## src/hdl/atclp_pkg.sv

```systemverilog
// ----------------------------------------------------------------------------
// atclp_pkg
// Shared types, codes and character constants of the AT command line parser.
// ----------------------------------------------------------------------------
package atclp_pkg;

    localparam logic [2:0] PH_A    = 3'd0;
    localparam logic [2:0] PH_T    = 3'd1;
    localparam logic [2:0] PH_NAME = 3'd2;
    localparam logic [2:0] PH_EQ   = 3'd3;
    localparam logic [2:0] PH_DONE = 3'd4;

    localparam logic [2:0] ST_MATCHED  = 3'd0;
    localparam logic [2:0] ST_NO_AT    = 3'd1;
    localparam logic [2:0] ST_BAD_CHAR = 3'd2;
    localparam logic [2:0] ST_UNKNOWN  = 3'd3;
    localparam logic [2:0] ST_OVERFLOW = 3'd4;

    localparam logic [1:0] ERR_NONE    = 2'd0;
    localparam logic [1:0] ERR_NO_AT   = 2'd1;
    localparam logic [1:0] ERR_BAD_CHR = 2'd2;

    localparam logic [1:0] TYPE_RUN   = 2'd0;
    localparam logic [1:0] TYPE_READ  = 2'd1;
    localparam logic [1:0] TYPE_TEST  = 2'd2;
    localparam logic [1:0] TYPE_WRITE = 2'd3;

    localparam logic [7:0] CFG_COMMANDS   = 8'd0;
    localparam logic [7:0] CFG_LINE_LIMIT = 8'd1;
    localparam logic [7:0] CFG_TERM_FIRST = 8'd2;
    localparam logic [7:0] CFG_TERM_SECND = 8'd3;
    localparam logic [7:0] CFG_TERM_LEN   = 8'd4;
    localparam logic [7:0] CFG_TBL_ENTRY  = 8'd5;
    localparam logic [7:0] CFG_TBL_POS    = 8'd6;
    localparam logic [7:0] CFG_TBL_CHAR   = 8'd7;

    localparam logic [7:0] CHAR_CR    = 8'd13;
    localparam logic [7:0] CHAR_LF    = 8'd10;
    localparam logic [7:0] CHAR_A     = 8'h41;
    localparam logic [7:0] CHAR_T     = 8'h54;
    localparam logic [7:0] CHAR_Z     = 8'h5A;
    localparam logic [7:0] CHAR_0     = 8'h30;
    localparam logic [7:0] CHAR_9     = 8'h39;
    localparam logic [7:0] CHAR_EQ    = 8'h3D;
    localparam logic [7:0] CHAR_QUERY = 8'h3F;
    localparam logic [7:0] CHAR_PLUS  = 8'h2B;
    localparam logic [7:0] CHAR_HASH  = 8'h23;
    localparam logic [7:0] CHAR_DOLR  = 8'h24;
    localparam logic [7:0] CHAR_AT    = 8'h40;
    localparam logic [7:0] CHAR_UNDER = 8'h5F;

    localparam logic [6:0] PREFIX_AND_EQ = 7'd3;

    typedef struct packed {
        logic [2:0] status;
        logic [1:0] command_type;
        logic [2:0] command_index;
        logic [6:0] param_offset;
        logic [6:0] param_length;
    } t_result;

    typedef struct packed {
        logic step;
        logic clear;
        logic feed;
        logic kill;
        logic long_name;
    } t_cell_ctl;

    function automatic logic valid_name_char(input logic [7:0] c);
        return (c >= CHAR_A && c <= CHAR_Z) || (c >= CHAR_0 && c <= CHAR_9) ||
               c == CHAR_PLUS || c == CHAR_HASH || c == CHAR_DOLR || c == CHAR_AT ||
               c == CHAR_UNDER || c == CHAR_EQ || c == CHAR_QUERY;
    endfunction

endpackage

```

## src/hdl/atclp_if.sv

```systemverilog
// ----------------------------------------------------------------------------
// atclp_if
// Handshake channels of the parser: received bytes, results and configuration.
// ----------------------------------------------------------------------------
interface atclp_byte_if;
    logic       valid;
    logic       ready;
    logic [7:0] rx_byte;

    modport source (output valid, output rx_byte, input ready);
    modport sink (input valid, input rx_byte, output ready);
endinterface

interface atclp_result_if;
    logic       valid;
    logic       ready;
    logic [2:0] status;
    logic [1:0] command_type;
    logic [2:0] command_index;
    logic [6:0] param_offset;
    logic [6:0] param_length;

    modport source (output valid, output status, output command_type,
                    output command_index, output param_offset, output param_length,
                    input ready);
    modport sink (input valid, input status, input command_type,
                  input command_index, input param_offset, input param_length,
                  output ready);
endinterface

interface atclp_cfg_if;
    logic       valid;
    logic       ready;
    logic [7:0] index;
    logic [7:0] data;

    modport source (output valid, output index, output data, input ready);
    modport sink (input valid, input index, input data, output ready);
endinterface

```

## src/hdl/at_command_line_parser.sv

```systemverilog
// ----------------------------------------------------------------------------
// at_command_line_parser
// Parses received bytes into AT command lines and matches each command name
// against a loaded table, one result per non-empty terminated line or overflow.
//
//   Channel   Direction  Payload                                   Handshake
//   i_cfg     in         index, data                               valid/ready
//   i_byte    in         rx_byte                                   valid/ready
//   o_result  out        status, command_type, command_index,      valid/ready
//                        param_offset, param_length
//
// One byte is taken in every cycle; a row of table cells compares it against
// all entries at once, and the result of a line is registered in a result
// buffer. This two-entry buffer lets bytes flow while a result waits; input
// stalls only when both entries are full. Reset clears the line state at once;
// the name table holds no reset value and must be loaded.
// ----------------------------------------------------------------------------
module at_command_line_parser #(
    parameter int NUM_COMMANDS = 8,
    parameter int NAME_CHARS   = 16,
    parameter int BUFFER_SIZE  = 64
) (
    input  logic            i_clk,
    input  logic            i_rst_n,
    atclp_cfg_if.sink       i_cfg,
    atclp_byte_if.sink      i_byte,
    atclp_result_if.source  o_result
);

    localparam int PW    = (NAME_CHARS > 1) ? $clog2(NAME_CHARS) : 1;
    localparam int NL_W  = $clog2(NAME_CHARS + 1);
    localparam int CNT_W = $clog2(BUFFER_SIZE + 1);
    localparam int LIM_W = (CNT_W > 7) ? CNT_W : 7;

    logic [3:0]       r_commands;
    logic [6:0]       r_limit;
    logic [7:0]       r_term1;
    logic [7:0]       r_term2;
    logic [1:0]       r_tlen;
    logic [2:0]       r_tbl_entry;
    logic [3:0]       r_tbl_pos;

    logic [CNT_W-1:0] r_count;
    logic             r_tpos;
    logic [2:0]       r_phase;
    logic [NL_W-1:0]  r_len;
    logic [1:0]       r_err;
    logic [1:0]       r_type;

    logic [CNT_W-1:0] n_count;
    logic [2:0]       n_phase;
    logic [NL_W-1:0]  n_len;
    logic [1:0]       n_err;
    logic [1:0]       n_type;

    logic             w_in_ready;
    logic             w_acc;
    logic [7:0]       w_b;
    logic             w_nz;
    logic [LIM_W-1:0] w_limit;
    logic             w_over;
    logic             w_feed;
    logic             w_name_feed;
    logic             w_name_kill;
    logic [7:0]       w_expect;
    logic             w_tmatch;
    logic             w_fin;
    logic             w_emit;
    logic             w_hit;
    logic [2:0]       w_idx;
    logic [1:0]       w_ftype;
    logic [6:0]       w_off;
    logic             w_tbl_wr;
    logic             w_pos_ok;
    atclp_pkg::t_cell_ctl w_ctl;
    atclp_pkg::t_result   w_res;

    logic [NUM_COMMANDS-1:0] w_first;
    logic [NUM_COMMANDS:0]   w_taken;

    assign i_cfg.ready = 1'b1;
    assign w_b   = i_byte.rx_byte;
    assign w_acc = i_byte.valid && w_in_ready;
    assign i_byte.ready = w_in_ready;

    assign w_tbl_wr = i_cfg.valid && (i_cfg.index == atclp_pkg::CFG_TBL_CHAR);
    assign w_pos_ok = ({28'd0, r_tbl_pos} < NAME_CHARS);

    always_comb begin
        w_limit = (LIM_W'(r_limit) > LIM_W'(BUFFER_SIZE)) ? LIM_W'(BUFFER_SIZE)
                                                           : LIM_W'(r_limit);
        w_nz    = (w_b != 8'd0);
        w_over  = w_nz && (LIM_W'(r_count) >= w_limit);
        w_feed  = w_nz && !w_over && (w_b != atclp_pkg::CHAR_CR) &&
                  (w_b != atclp_pkg::CHAR_LF);

        n_count     = w_feed ? (r_count + CNT_W'(1)) : r_count;
        n_phase     = r_phase;
        n_len       = r_len;
        n_err       = r_err;
        n_type      = r_type;
        w_name_feed = 1'b0;
        w_name_kill = 1'b0;
        if (w_feed) begin
            unique case (r_phase)
                atclp_pkg::PH_A: begin
                    if (w_b == atclp_pkg::CHAR_A) begin
                        n_phase = atclp_pkg::PH_T;
                    end else begin
                        n_err   = atclp_pkg::ERR_NO_AT;
                        n_phase = atclp_pkg::PH_DONE;
                    end
                end
                atclp_pkg::PH_T: begin
                    if (w_b == atclp_pkg::CHAR_T) begin
                        n_phase = atclp_pkg::PH_NAME;
                    end else begin
                        n_err   = atclp_pkg::ERR_NO_AT;
                        n_phase = atclp_pkg::PH_DONE;
                    end
                end
                atclp_pkg::PH_NAME: begin
                    if (!atclp_pkg::valid_name_char(w_b)) begin
                        n_err   = atclp_pkg::ERR_BAD_CHR;
                        n_phase = atclp_pkg::PH_DONE;
                    end else if (w_b == atclp_pkg::CHAR_EQ) begin
                        n_phase = atclp_pkg::PH_EQ;
                    end else if (w_b == atclp_pkg::CHAR_QUERY) begin
                        n_type  = atclp_pkg::TYPE_READ;
                        n_phase = atclp_pkg::PH_DONE;
                    end else if (r_len >= NL_W'(NAME_CHARS)) begin
                        w_name_kill = 1'b1;
                    end else begin
                        w_name_feed = 1'b1;
                        n_len       = r_len + NL_W'(1);
                    end
                end
                atclp_pkg::PH_EQ: begin
                    n_type  = (w_b == atclp_pkg::CHAR_QUERY) ? atclp_pkg::TYPE_TEST
                                                             : atclp_pkg::TYPE_WRITE;
                    n_phase = atclp_pkg::PH_DONE;
                end
                default: begin
                end
            endcase
        end

        w_expect = r_tpos ? r_term2 : r_term1;
        w_tmatch = (w_b == w_expect);
        w_fin    = w_nz && !w_over && w_tmatch && (r_tpos || (r_tlen < 2'd2));
        w_emit   = w_acc && (w_over || (w_fin && (n_count != CNT_W'(0))));
    end

    assign w_ctl.step      = w_acc && w_nz;
    assign w_ctl.clear     = w_over || w_fin;
    assign w_ctl.feed      = w_name_feed;
    assign w_ctl.kill      = w_name_kill;
    assign w_ctl.long_name = (n_len >= NL_W'(NAME_CHARS));

    assign w_taken[0] = 1'b0;

    for (genvar e = 0; e < NUM_COMMANDS; e++) begin : g_cells
        atclp_cell #(
            .NAME_CHARS (NAME_CHARS),
            .PW         (PW)
        ) u_cell (
            .i_clk     (i_clk),
            .i_rst_n   (i_rst_n),
            .i_ctl     (w_ctl),
            .i_wr_en   (w_tbl_wr && w_pos_ok && ({29'd0, r_tbl_entry} == e)),
            .i_wr_pos  (PW'(r_tbl_pos)),
            .i_wr_char (i_cfg.data),
            .i_char    (w_b),
            .i_rd_pos  (r_len[PW-1:0]),
            .i_end_pos (n_len[PW-1:0]),
            .i_enable  (e < {28'd0, r_commands}),
            .i_taken   (w_taken[e]),
            .o_taken   (w_taken[e+1]),
            .o_first   (w_first[e])
        );
    end

    always_comb begin
        w_hit = w_taken[NUM_COMMANDS];
        w_idx = 3'd0;
        for (int e = 0; e < NUM_COMMANDS; e++) begin
            if (w_first[e]) begin
                w_idx = w_idx | 3'(e);
            end
        end
        w_ftype = (n_phase == atclp_pkg::PH_EQ) ? atclp_pkg::TYPE_WRITE : n_type;
        w_off   = 7'(n_len) + atclp_pkg::PREFIX_AND_EQ;

        w_res = '0;
        priority if (w_over) begin
            w_res.status = atclp_pkg::ST_OVERFLOW;
        end else if (n_err != atclp_pkg::ERR_NONE) begin
            w_res.status = {1'b0, n_err};
        end else if (n_phase == atclp_pkg::PH_A || n_phase == atclp_pkg::PH_T) begin
            w_res.status = atclp_pkg::ST_NO_AT;
        end else if (!w_hit) begin
            w_res.status = atclp_pkg::ST_UNKNOWN;
        end else begin
            w_res.status        = atclp_pkg::ST_MATCHED;
            w_res.command_type  = w_ftype;
            w_res.command_index = w_idx;
            if (w_ftype == atclp_pkg::TYPE_WRITE) begin
                w_res.param_offset = w_off;
                w_res.param_length = 7'(n_count) - w_off;
            end
        end
    end

    atclp_out_queue u_out_queue (
        .i_clk    (i_clk),
        .i_rst_n  (i_rst_n),
        .i_push   (w_emit),
        .i_data   (w_res),
        .o_ready  (w_in_ready),
        .o_result (o_result)
    );

    always_ff @(posedge i_clk) begin
        if (!i_rst_n) begin
            r_commands  <= 4'd0;
            r_limit     <= 7'd64;
            r_term1     <= atclp_pkg::CHAR_CR;
            r_term2     <= atclp_pkg::CHAR_LF;
            r_tlen      <= 2'd2;
            r_tbl_entry <= 3'd0;
            r_tbl_pos   <= 4'd0;
        end else if (i_cfg.valid) begin
            unique case (i_cfg.index)
                atclp_pkg::CFG_COMMANDS:   r_commands  <= i_cfg.data[3:0];
                atclp_pkg::CFG_LINE_LIMIT: r_limit     <= i_cfg.data[6:0];
                atclp_pkg::CFG_TERM_FIRST: r_term1     <= i_cfg.data;
                atclp_pkg::CFG_TERM_SECND: r_term2     <= i_cfg.data;
                atclp_pkg::CFG_TERM_LEN:   r_tlen      <= i_cfg.data[1:0];
                atclp_pkg::CFG_TBL_ENTRY:  r_tbl_entry <= i_cfg.data[2:0];
                atclp_pkg::CFG_TBL_POS:    r_tbl_pos   <= i_cfg.data[3:0];
                default: begin
                end
            endcase
        end
    end

    always_ff @(posedge i_clk) begin
        if (!i_rst_n) begin
            r_count <= '0;
            r_tpos  <= 1'b0;
            r_phase <= atclp_pkg::PH_A;
            r_len   <= '0;
            r_err   <= atclp_pkg::ERR_NONE;
            r_type  <= atclp_pkg::TYPE_RUN;
        end else if (w_acc && w_nz) begin
            if (w_over || w_fin) begin
                r_count <= '0;
                r_tpos  <= 1'b0;
                r_phase <= atclp_pkg::PH_A;
                r_len   <= '0;
                r_err   <= atclp_pkg::ERR_NONE;
                r_type  <= atclp_pkg::TYPE_RUN;
            end else begin
                r_count <= n_count;
                r_tpos  <= w_tmatch;
                r_phase <= n_phase;
                r_len   <= n_len;
                r_err   <= n_err;
                r_type  <= n_type;
            end
        end
    end

endmodule

```

## src/hdl/atclp_cell.sv

```systemverilog
// ----------------------------------------------------------------------------
// atclp_cell
// One name table entry with its alive flag; the first hit travels down the row.
// ----------------------------------------------------------------------------
module atclp_cell #(
    parameter int NAME_CHARS = 16,
    parameter int PW         = 4
) (
    input  logic                 i_clk,
    input  logic                 i_rst_n,
    input  atclp_pkg::t_cell_ctl i_ctl,
    input  logic                 i_wr_en,
    input  logic [PW-1:0]        i_wr_pos,
    input  logic [7:0]           i_wr_char,
    input  logic [7:0]           i_char,
    input  logic [PW-1:0]        i_rd_pos,
    input  logic [PW-1:0]        i_end_pos,
    input  logic                 i_enable,
    input  logic                 i_taken,
    output logic                 o_taken,
    output logic                 o_first
);

    logic [7:0] r_row [NAME_CHARS];
    logic       r_zero [NAME_CHARS];
    logic       r_alive;
    logic       n_alive;
    logic       w_cand;

    always_ff @(posedge i_clk) begin
        if (i_wr_en) begin
            r_row[i_wr_pos]  <= i_wr_char;
            r_zero[i_wr_pos] <= (i_wr_char == 8'd0);
        end
    end

    always_comb begin
        n_alive = r_alive;
        if (i_ctl.kill) begin
            n_alive = 1'b0;
        end else if (i_ctl.feed) begin
            n_alive = r_alive && (r_row[i_rd_pos] == i_char);
        end
        w_cand  = n_alive && i_enable && (i_ctl.long_name || r_zero[i_end_pos]);
        o_first = w_cand && !i_taken;
        o_taken = w_cand || i_taken;
    end

    always_ff @(posedge i_clk) begin
        if (!i_rst_n) begin
            r_alive <= 1'b1;
        end else if (i_ctl.step) begin
            r_alive <= i_ctl.clear ? 1'b1 : n_alive;
        end
    end

endmodule

```

## src/hdl/atclp_out_queue.sv

```systemverilog
// ----------------------------------------------------------------------------
// atclp_out_queue
// Two-entry result buffer that decouples the parser from the result sink.
// ----------------------------------------------------------------------------
module atclp_out_queue (
    input  logic                  i_clk,
    input  logic                  i_rst_n,
    input  logic                  i_push,
    input  atclp_pkg::t_result    i_data,
    output logic                  o_ready,
    atclp_result_if.source        o_result
);

    atclp_pkg::t_result r_head;
    atclp_pkg::t_result r_tail;
    logic [1:0]         r_cnt;
    logic               w_pop;
    logic               w_to_head;

    assign w_pop     = (r_cnt != 2'd0) && o_result.ready;
    assign o_ready   = (r_cnt != 2'd2);
    assign w_to_head = (r_cnt == 2'd0) || (r_cnt == 2'd1 && w_pop);

    always_ff @(posedge i_clk) begin
        if (i_push && w_to_head) begin
            r_head <= i_data;
        end else if (w_pop) begin
            r_head <= r_tail;
        end
        if (i_push && !w_to_head) begin
            r_tail <= i_data;
        end
    end

    always_ff @(posedge i_clk) begin
        if (!i_rst_n) begin
            r_cnt <= 2'd0;
        end else begin
            r_cnt <= r_cnt + {1'b0, i_push} - {1'b0, w_pop};
        end
    end

    assign o_result.valid         = (r_cnt != 2'd0);
    assign o_result.status        = r_head.status;
    assign o_result.command_type  = r_head.command_type;
    assign o_result.command_index = r_head.command_index;
    assign o_result.param_offset  = r_head.param_offset;
    assign o_result.param_length  = r_head.param_length;

endmodule
```

## src/flat_wrapper.sv

```systemverilog
// flat-port wrapper written by rule: the top's interface ports become plain ports
module at_command_line_parser_flat 
#(
    parameter int NUM_COMMANDS = 8,
    parameter int NAME_CHARS   = 16,
    parameter int BUFFER_SIZE  = 64
)
  (i_clk, i_rst_n, i_cfg_valid, i_cfg_index, i_cfg_data, i_cfg_ready, i_byte_valid, i_byte_rx_byte, i_byte_ready, o_result_valid, o_result_status, o_result_command_type, o_result_command_index, o_result_param_offset, o_result_param_length, o_result_ready);
  atclp_cfg_if i_cfg_i ();
  atclp_byte_if i_byte_i ();
  atclp_result_if o_result_i ();
  input  logic i_clk;
  input  logic i_rst_n;
  input wire logic [$bits(i_cfg_i.valid)-1:0] i_cfg_valid;
  input wire logic [$bits(i_cfg_i.index)-1:0] i_cfg_index;
  input wire logic [$bits(i_cfg_i.data)-1:0] i_cfg_data;
  output wire logic [$bits(i_cfg_i.ready)-1:0] i_cfg_ready;
  input wire logic [$bits(i_byte_i.valid)-1:0] i_byte_valid;
  input wire logic [$bits(i_byte_i.rx_byte)-1:0] i_byte_rx_byte;
  output wire logic [$bits(i_byte_i.ready)-1:0] i_byte_ready;
  output wire logic [$bits(o_result_i.valid)-1:0] o_result_valid;
  output wire logic [$bits(o_result_i.status)-1:0] o_result_status;
  output wire logic [$bits(o_result_i.command_type)-1:0] o_result_command_type;
  output wire logic [$bits(o_result_i.command_index)-1:0] o_result_command_index;
  output wire logic [$bits(o_result_i.param_offset)-1:0] o_result_param_offset;
  output wire logic [$bits(o_result_i.param_length)-1:0] o_result_param_length;
  input wire logic [$bits(o_result_i.ready)-1:0] o_result_ready;
  assign i_cfg_i.valid = i_cfg_valid;
  assign i_cfg_i.index = i_cfg_index;
  assign i_cfg_i.data = i_cfg_data;
  assign i_cfg_ready = i_cfg_i.ready;
  assign i_byte_i.valid = i_byte_valid;
  assign i_byte_i.rx_byte = i_byte_rx_byte;
  assign i_byte_ready = i_byte_i.ready;
  assign o_result_valid = o_result_i.valid;
  assign o_result_status = o_result_i.status;
  assign o_result_command_type = o_result_i.command_type;
  assign o_result_command_index = o_result_i.command_index;
  assign o_result_param_offset = o_result_i.param_offset;
  assign o_result_param_length = o_result_i.param_length;
  assign o_result_i.ready = o_result_ready;
  at_command_line_parser #(.NUM_COMMANDS(NUM_COMMANDS), .NAME_CHARS(NAME_CHARS), .BUFFER_SIZE(BUFFER_SIZE)) u_core (.i_clk(i_clk), .i_rst_n(i_rst_n), .i_cfg(i_cfg_i), .i_byte(i_byte_i), .o_result(o_result_i));
endmodule
```

## config.mk

```make
export PLATFORM = sky130hd
export DESIGN_NAME = at_command_line_parser_flat
export DESIGN_NICKNAME = d
export VERILOG_FILES = /design/src/hdl/atclp_pkg.sv /design/src/hdl/atclp_if.sv /design/src/hdl/at_command_line_parser.sv /design/src/hdl/atclp_cell.sv /design/src/hdl/atclp_out_queue.sv /design/src/flat_wrapper.sv
export SDC_FILE = /design/constraint.sdc
export NUM_CORES = 1
export LEC_CHECK = 0
export BUFFER_PORTS_ARGS = -buffer_cell sky130_fd_sc_hd__buf_2
export CAP_MARGIN = 20
export CORE_ASPECT_RATIO = 2
export CORE_MARGIN = 8
export CORE_UTILIZATION = 57
export CTS_CLUSTER_SIZE = 28
export DETAILED_ROUTE_END_ITERATION = 7
export PLACE_DENSITY = 0.77
export SYNTH_ARGS = -nofsm -noshare
export SYNTH_HDL_FRONTEND = slang
export SYNTH_HIERARCHICAL = 1
export SYNTH_SLANG_ARGS = --single-unit
```

## constraint.sdc

```tcl
create_clock -name i_clk -period 9.4 [get_ports i_clk]
set_input_delay 0.47 -clock i_clk [delete_from_list [all_inputs] [get_ports i_clk]]
set_output_delay 0.47 -clock i_clk [all_outputs]
set_load 0.005 [all_outputs]
```

==> impl_summary.md <==
Floorplanning
The number of placement rows is 159. The die covers 0.1043 mm2. Once the floorplan was initialized, standard cells occupied 57.22% of the core.

Pin placement for this block handled 54 I/O pins. The die height is 448.8 um. The area of the core is 0.09330 mm2. The die span in x is 232.4 um.

STA
The routed design could run at a clock period as short as 7.405 ns. Setup repair after global routing left no endpoint under its margin. The number of endpoints with negative hold slack in the final report was 0. After routing, the total negative slack on setup checks comes to 0 ns.

At the pin with the least slew margin, the transition time is 1.230 ns. Measured against its own limit, the worst slew margin works out to 17.69%. The final count of pins violating max slew was 0.

The timing-limited maximum frequency is 0.1350 GHz. The clock skew after layout is 0.03283 ns. The final clock period utilization by the worst path is 78.77%. The total of endpoints with negative setup slack in the final report is 0. The worst-case hold slack is 0.1696 ns.

Setup path
Data arrives at the worst endpoint at 7.88 ns. The endpoint identified for the worst register-to-register timing path is u_core/u_out_queue/o_result.param_offset[4]. The startpoint identified for the worst register-to-register timing path is u_core/r_limit[6].

Tracing the worst setup path back leads to its startpoint at u_core/r_limit[6]. The kind of start point of the critical path is a flop. The stage delay of the slowest cell on the critical path is 0.81 ns. In this run the worst setup path terminates at u_core/u_out_queue/o_result.param_offset[4]. STA classifies the critical path endpoint as a flop. The slowest cell on the critical path is nor3_1.

STA puts the critical path data required time at 9.87 ns. By startpoint and endpoint, the worst setup path is classified as reg -> reg. Measured in cells, the most critical reg-to-reg path has a length of 30. The cell that appears most often on the critical path is o21bai_1.

Of all nets on the critical path, the largest fanout is 15. The worst setup slack for register-to-register paths is 2.00 ns.

Clock tree
The clock transition at the registers of the reported paths is 0.07 ns. The total CTS buffers is 105. The clock tree buffer depth is 3. The cell at the root of the clock tree is clkbuf_16.

The H-tree level count is 3. The clock tree from TritonCTS is built. Clock tree synthesis found a total of 1261 sinks.

At the later pin of the worst-skew pair, clock insertion delay measures 0.73 ns. The number of gates resized after CTS is 0.

Pwr
The combinational group share of total power is 3.2%. Of the total power, the clock network draws 39.8%. The switching share of power is 20.55%. The design internal power is 8577 uW. Sequential cells account for 57.0% of the total power. The maximum ir drop on the vdd rail is 218.7 uV. In this run the static leakage power is 0.01803 uW. The total power divided by cell area is 184.3 mW/mm2. The net switching power of the design is 2219 uW.

Global routing
The first global-routing pass estimated 181400 um of wire. The number of antenna violations at the first check in global routing was 4. Entering global routing, the biggest net connects 98 pins. The number of global-route vias before repair was 28574. For this run, the total global-route usage over all layers was measured as 23.17%. The total grt overflow is 0.

Outcome
The flow ran to the end, and the final reports show no timing, DRC or antenna violations.

Layout
The filler cells instantiated in the layout total 6292. Excluding fillers, the count of instances in the completed layout stands at 4407. The net count of the finished layout is 3156. For this run, the share of the core covered by cells in the final layout is 62.77%. The design area is 0.05857 mm2. The post-route netlist has 18.42% of its cells at a drive strength greater than 1. The area growth from synthesis to layout is 9.695%.

Logic synthesis
After synthesis the cells add up to 0.05339 mm2. The synthesized area per cell is 17.98 um2. The total number of yosys warnings is 6. Synthesis handed over a netlist of 2970 instances.

Flow run
The max capacitance violation total is 0.

Routing
Dividing the detail-routed wire length by the instance count gives 27.68 um. The total wire length after detailed routing is 122000 um. In the routed layout, each cell is associated on average with a via count of 6.464. The DRC violation total after the first TritonRoute iteration is 3107.

Across all layers, the routed design uses 28487 vias. The first detailed-routing pass took 6 iterations. In the routed design, unresolved DRC markers number 0.

The remaining antenna violation count is 0.

Place
The placed instances occupy a cell area of 0.05508 mm2. Counting tap cells, the placed design contains a total of 4197 instances. The count of buffers from port buffering is 52. Detailed placement finished with a half-perimeter wire length of 72290 um.

At the end of routability-driven placement, the weighted congestion stood at 0.8739.

Hold path
The worst hold-check path type is in -> reg.
-- worst max-delay path, delay by kind of cell, from the launching register on --
| kind | cells | cell delay, ns |
|---|---|---|
| compound gates | 16 | 3.07 |
| xor+xnor | 1 | 0.20 |
| fa+ha+maj | 1 | 0.29 |
| buf+inv | 3 | 0.63 |
| flops | 1 | 0.31 |
| mux | 2 | 0.80 |
| simple gates | 7 | 1.83 |
-- registers in the layout, indices dropped and copies added, names as in the netlist, 4 cells and up --
signal	cells
u_core/g_cells.u_cell/r_alive	8
u_core/r_commands	4
u_core/r_tbl_pos	4
u_core/u_out_queue/r_tail	22
u_core/r_term2	8
u_core/r_term1	8
u_core/g_cells.u_cell/r_row	1024
u_core/r_count	7
u_core/g_cells.u_cell/r_zero	128
u_core/r_limit	7
u_core/u_out_queue/o_result.param_length	7
u_core/r_len	5
u_core/u_out_queue/o_result.param_offset	7
-- power groups by stage --
| stage | clock network (uW) | registers (uW) | logic, uW |
|---|---|---|---|
| after floorplan | 0 | 6270 | 165 |
| after global placement | 0 | 6270 | 334 |
| after detailed placement | 0 | 6280 | 342 |
| after CTS | 4360 | 6150 | 343 |
| after global routing | 4550 | 6150 | 368 |
| final | 4300 | 6150 | 345 |
-- placed cells by master (no fill, tap or decap), types with 47 or more instances in the layout --
master / n
edfxtp_1: 1196
mux2i_1: 278
nor2_1: 180
mux4_2: 177
nand2_1: 126
clkbuf_16: 106
xnor2_1: 92
buf_4: 85
xor2_1: 67
dfxtp_1: 59
a21oi_1: 49
nor2b_1: 48
a22oi_1: 47
mux4_1: 47
-- layout make-up --
cell class | count | area (um2) | share of cell area, %
flip-flops and latches | 1261 | 37230 | 63.57
multi-input cells | 1571 | 15330 | 26.18
clock buffers | 129 | 2739 | 4.677
well taps | 1207 | 1510 | 2.579
repair buffers | 141 | 1017 | 1.737
clock inverters | 68 | 624.3 | 1.066
inverters | 28 | 105.1 | 0.1795
diodes | 2 | 5.005 | 0.008546
-- metrics by stage --
stage	setup slack [ns]	power, uW
6_report	1.995	10800
5_1_grt	1.476	11070
4_1_cts	2.085	10860
3_5_place_dp	1.585	6618
3_3_place_gp	1.675	6608
2_1_floorplan	0.7312	6439
-- worst min-delay path by stage --
stage          cells past startpoint                 to  slack [ns]               from
2_1_floorplan                      2  u_core/r_term1[0]        0.44  u_core/r_term1[0]
3_3_place_gp                       2  u_core/r_term2[1]        0.45  u_core/r_term2[1]
3_5_place_dp                       2  u_core/r_term2[1]        0.46  u_core/r_term2[1]
4_1_cts                            4   u_core/r_tlen[1]        0.13     i_cfg_index[1]
5_1_grt                            4   u_core/r_tlen[1]        0.16     i_cfg_index[1]
6_report                           4   u_core/r_tlen[1]        0.17     i_cfg_index[1]
-- layer usage --
layer | global-route usage (%) | vias up | part of all wire (%)
met1 | 31.28 | 14651 | 39
li1 | - | 12172 | -
met2 | 37.79 | 1431 | 50
met3 | 3.632 | 233 | 8.0
met4 | 8.867 | 0 | 3.4
met5 | 0 | - | 0
-- what timing repair did --
action,4_1_cts,5_1_grt
hold buffers,1,0
endpoints found under the hold margin,1,0
buffers inserted,0,0
No activity file was read; power rests on OpenSTA's default activity.
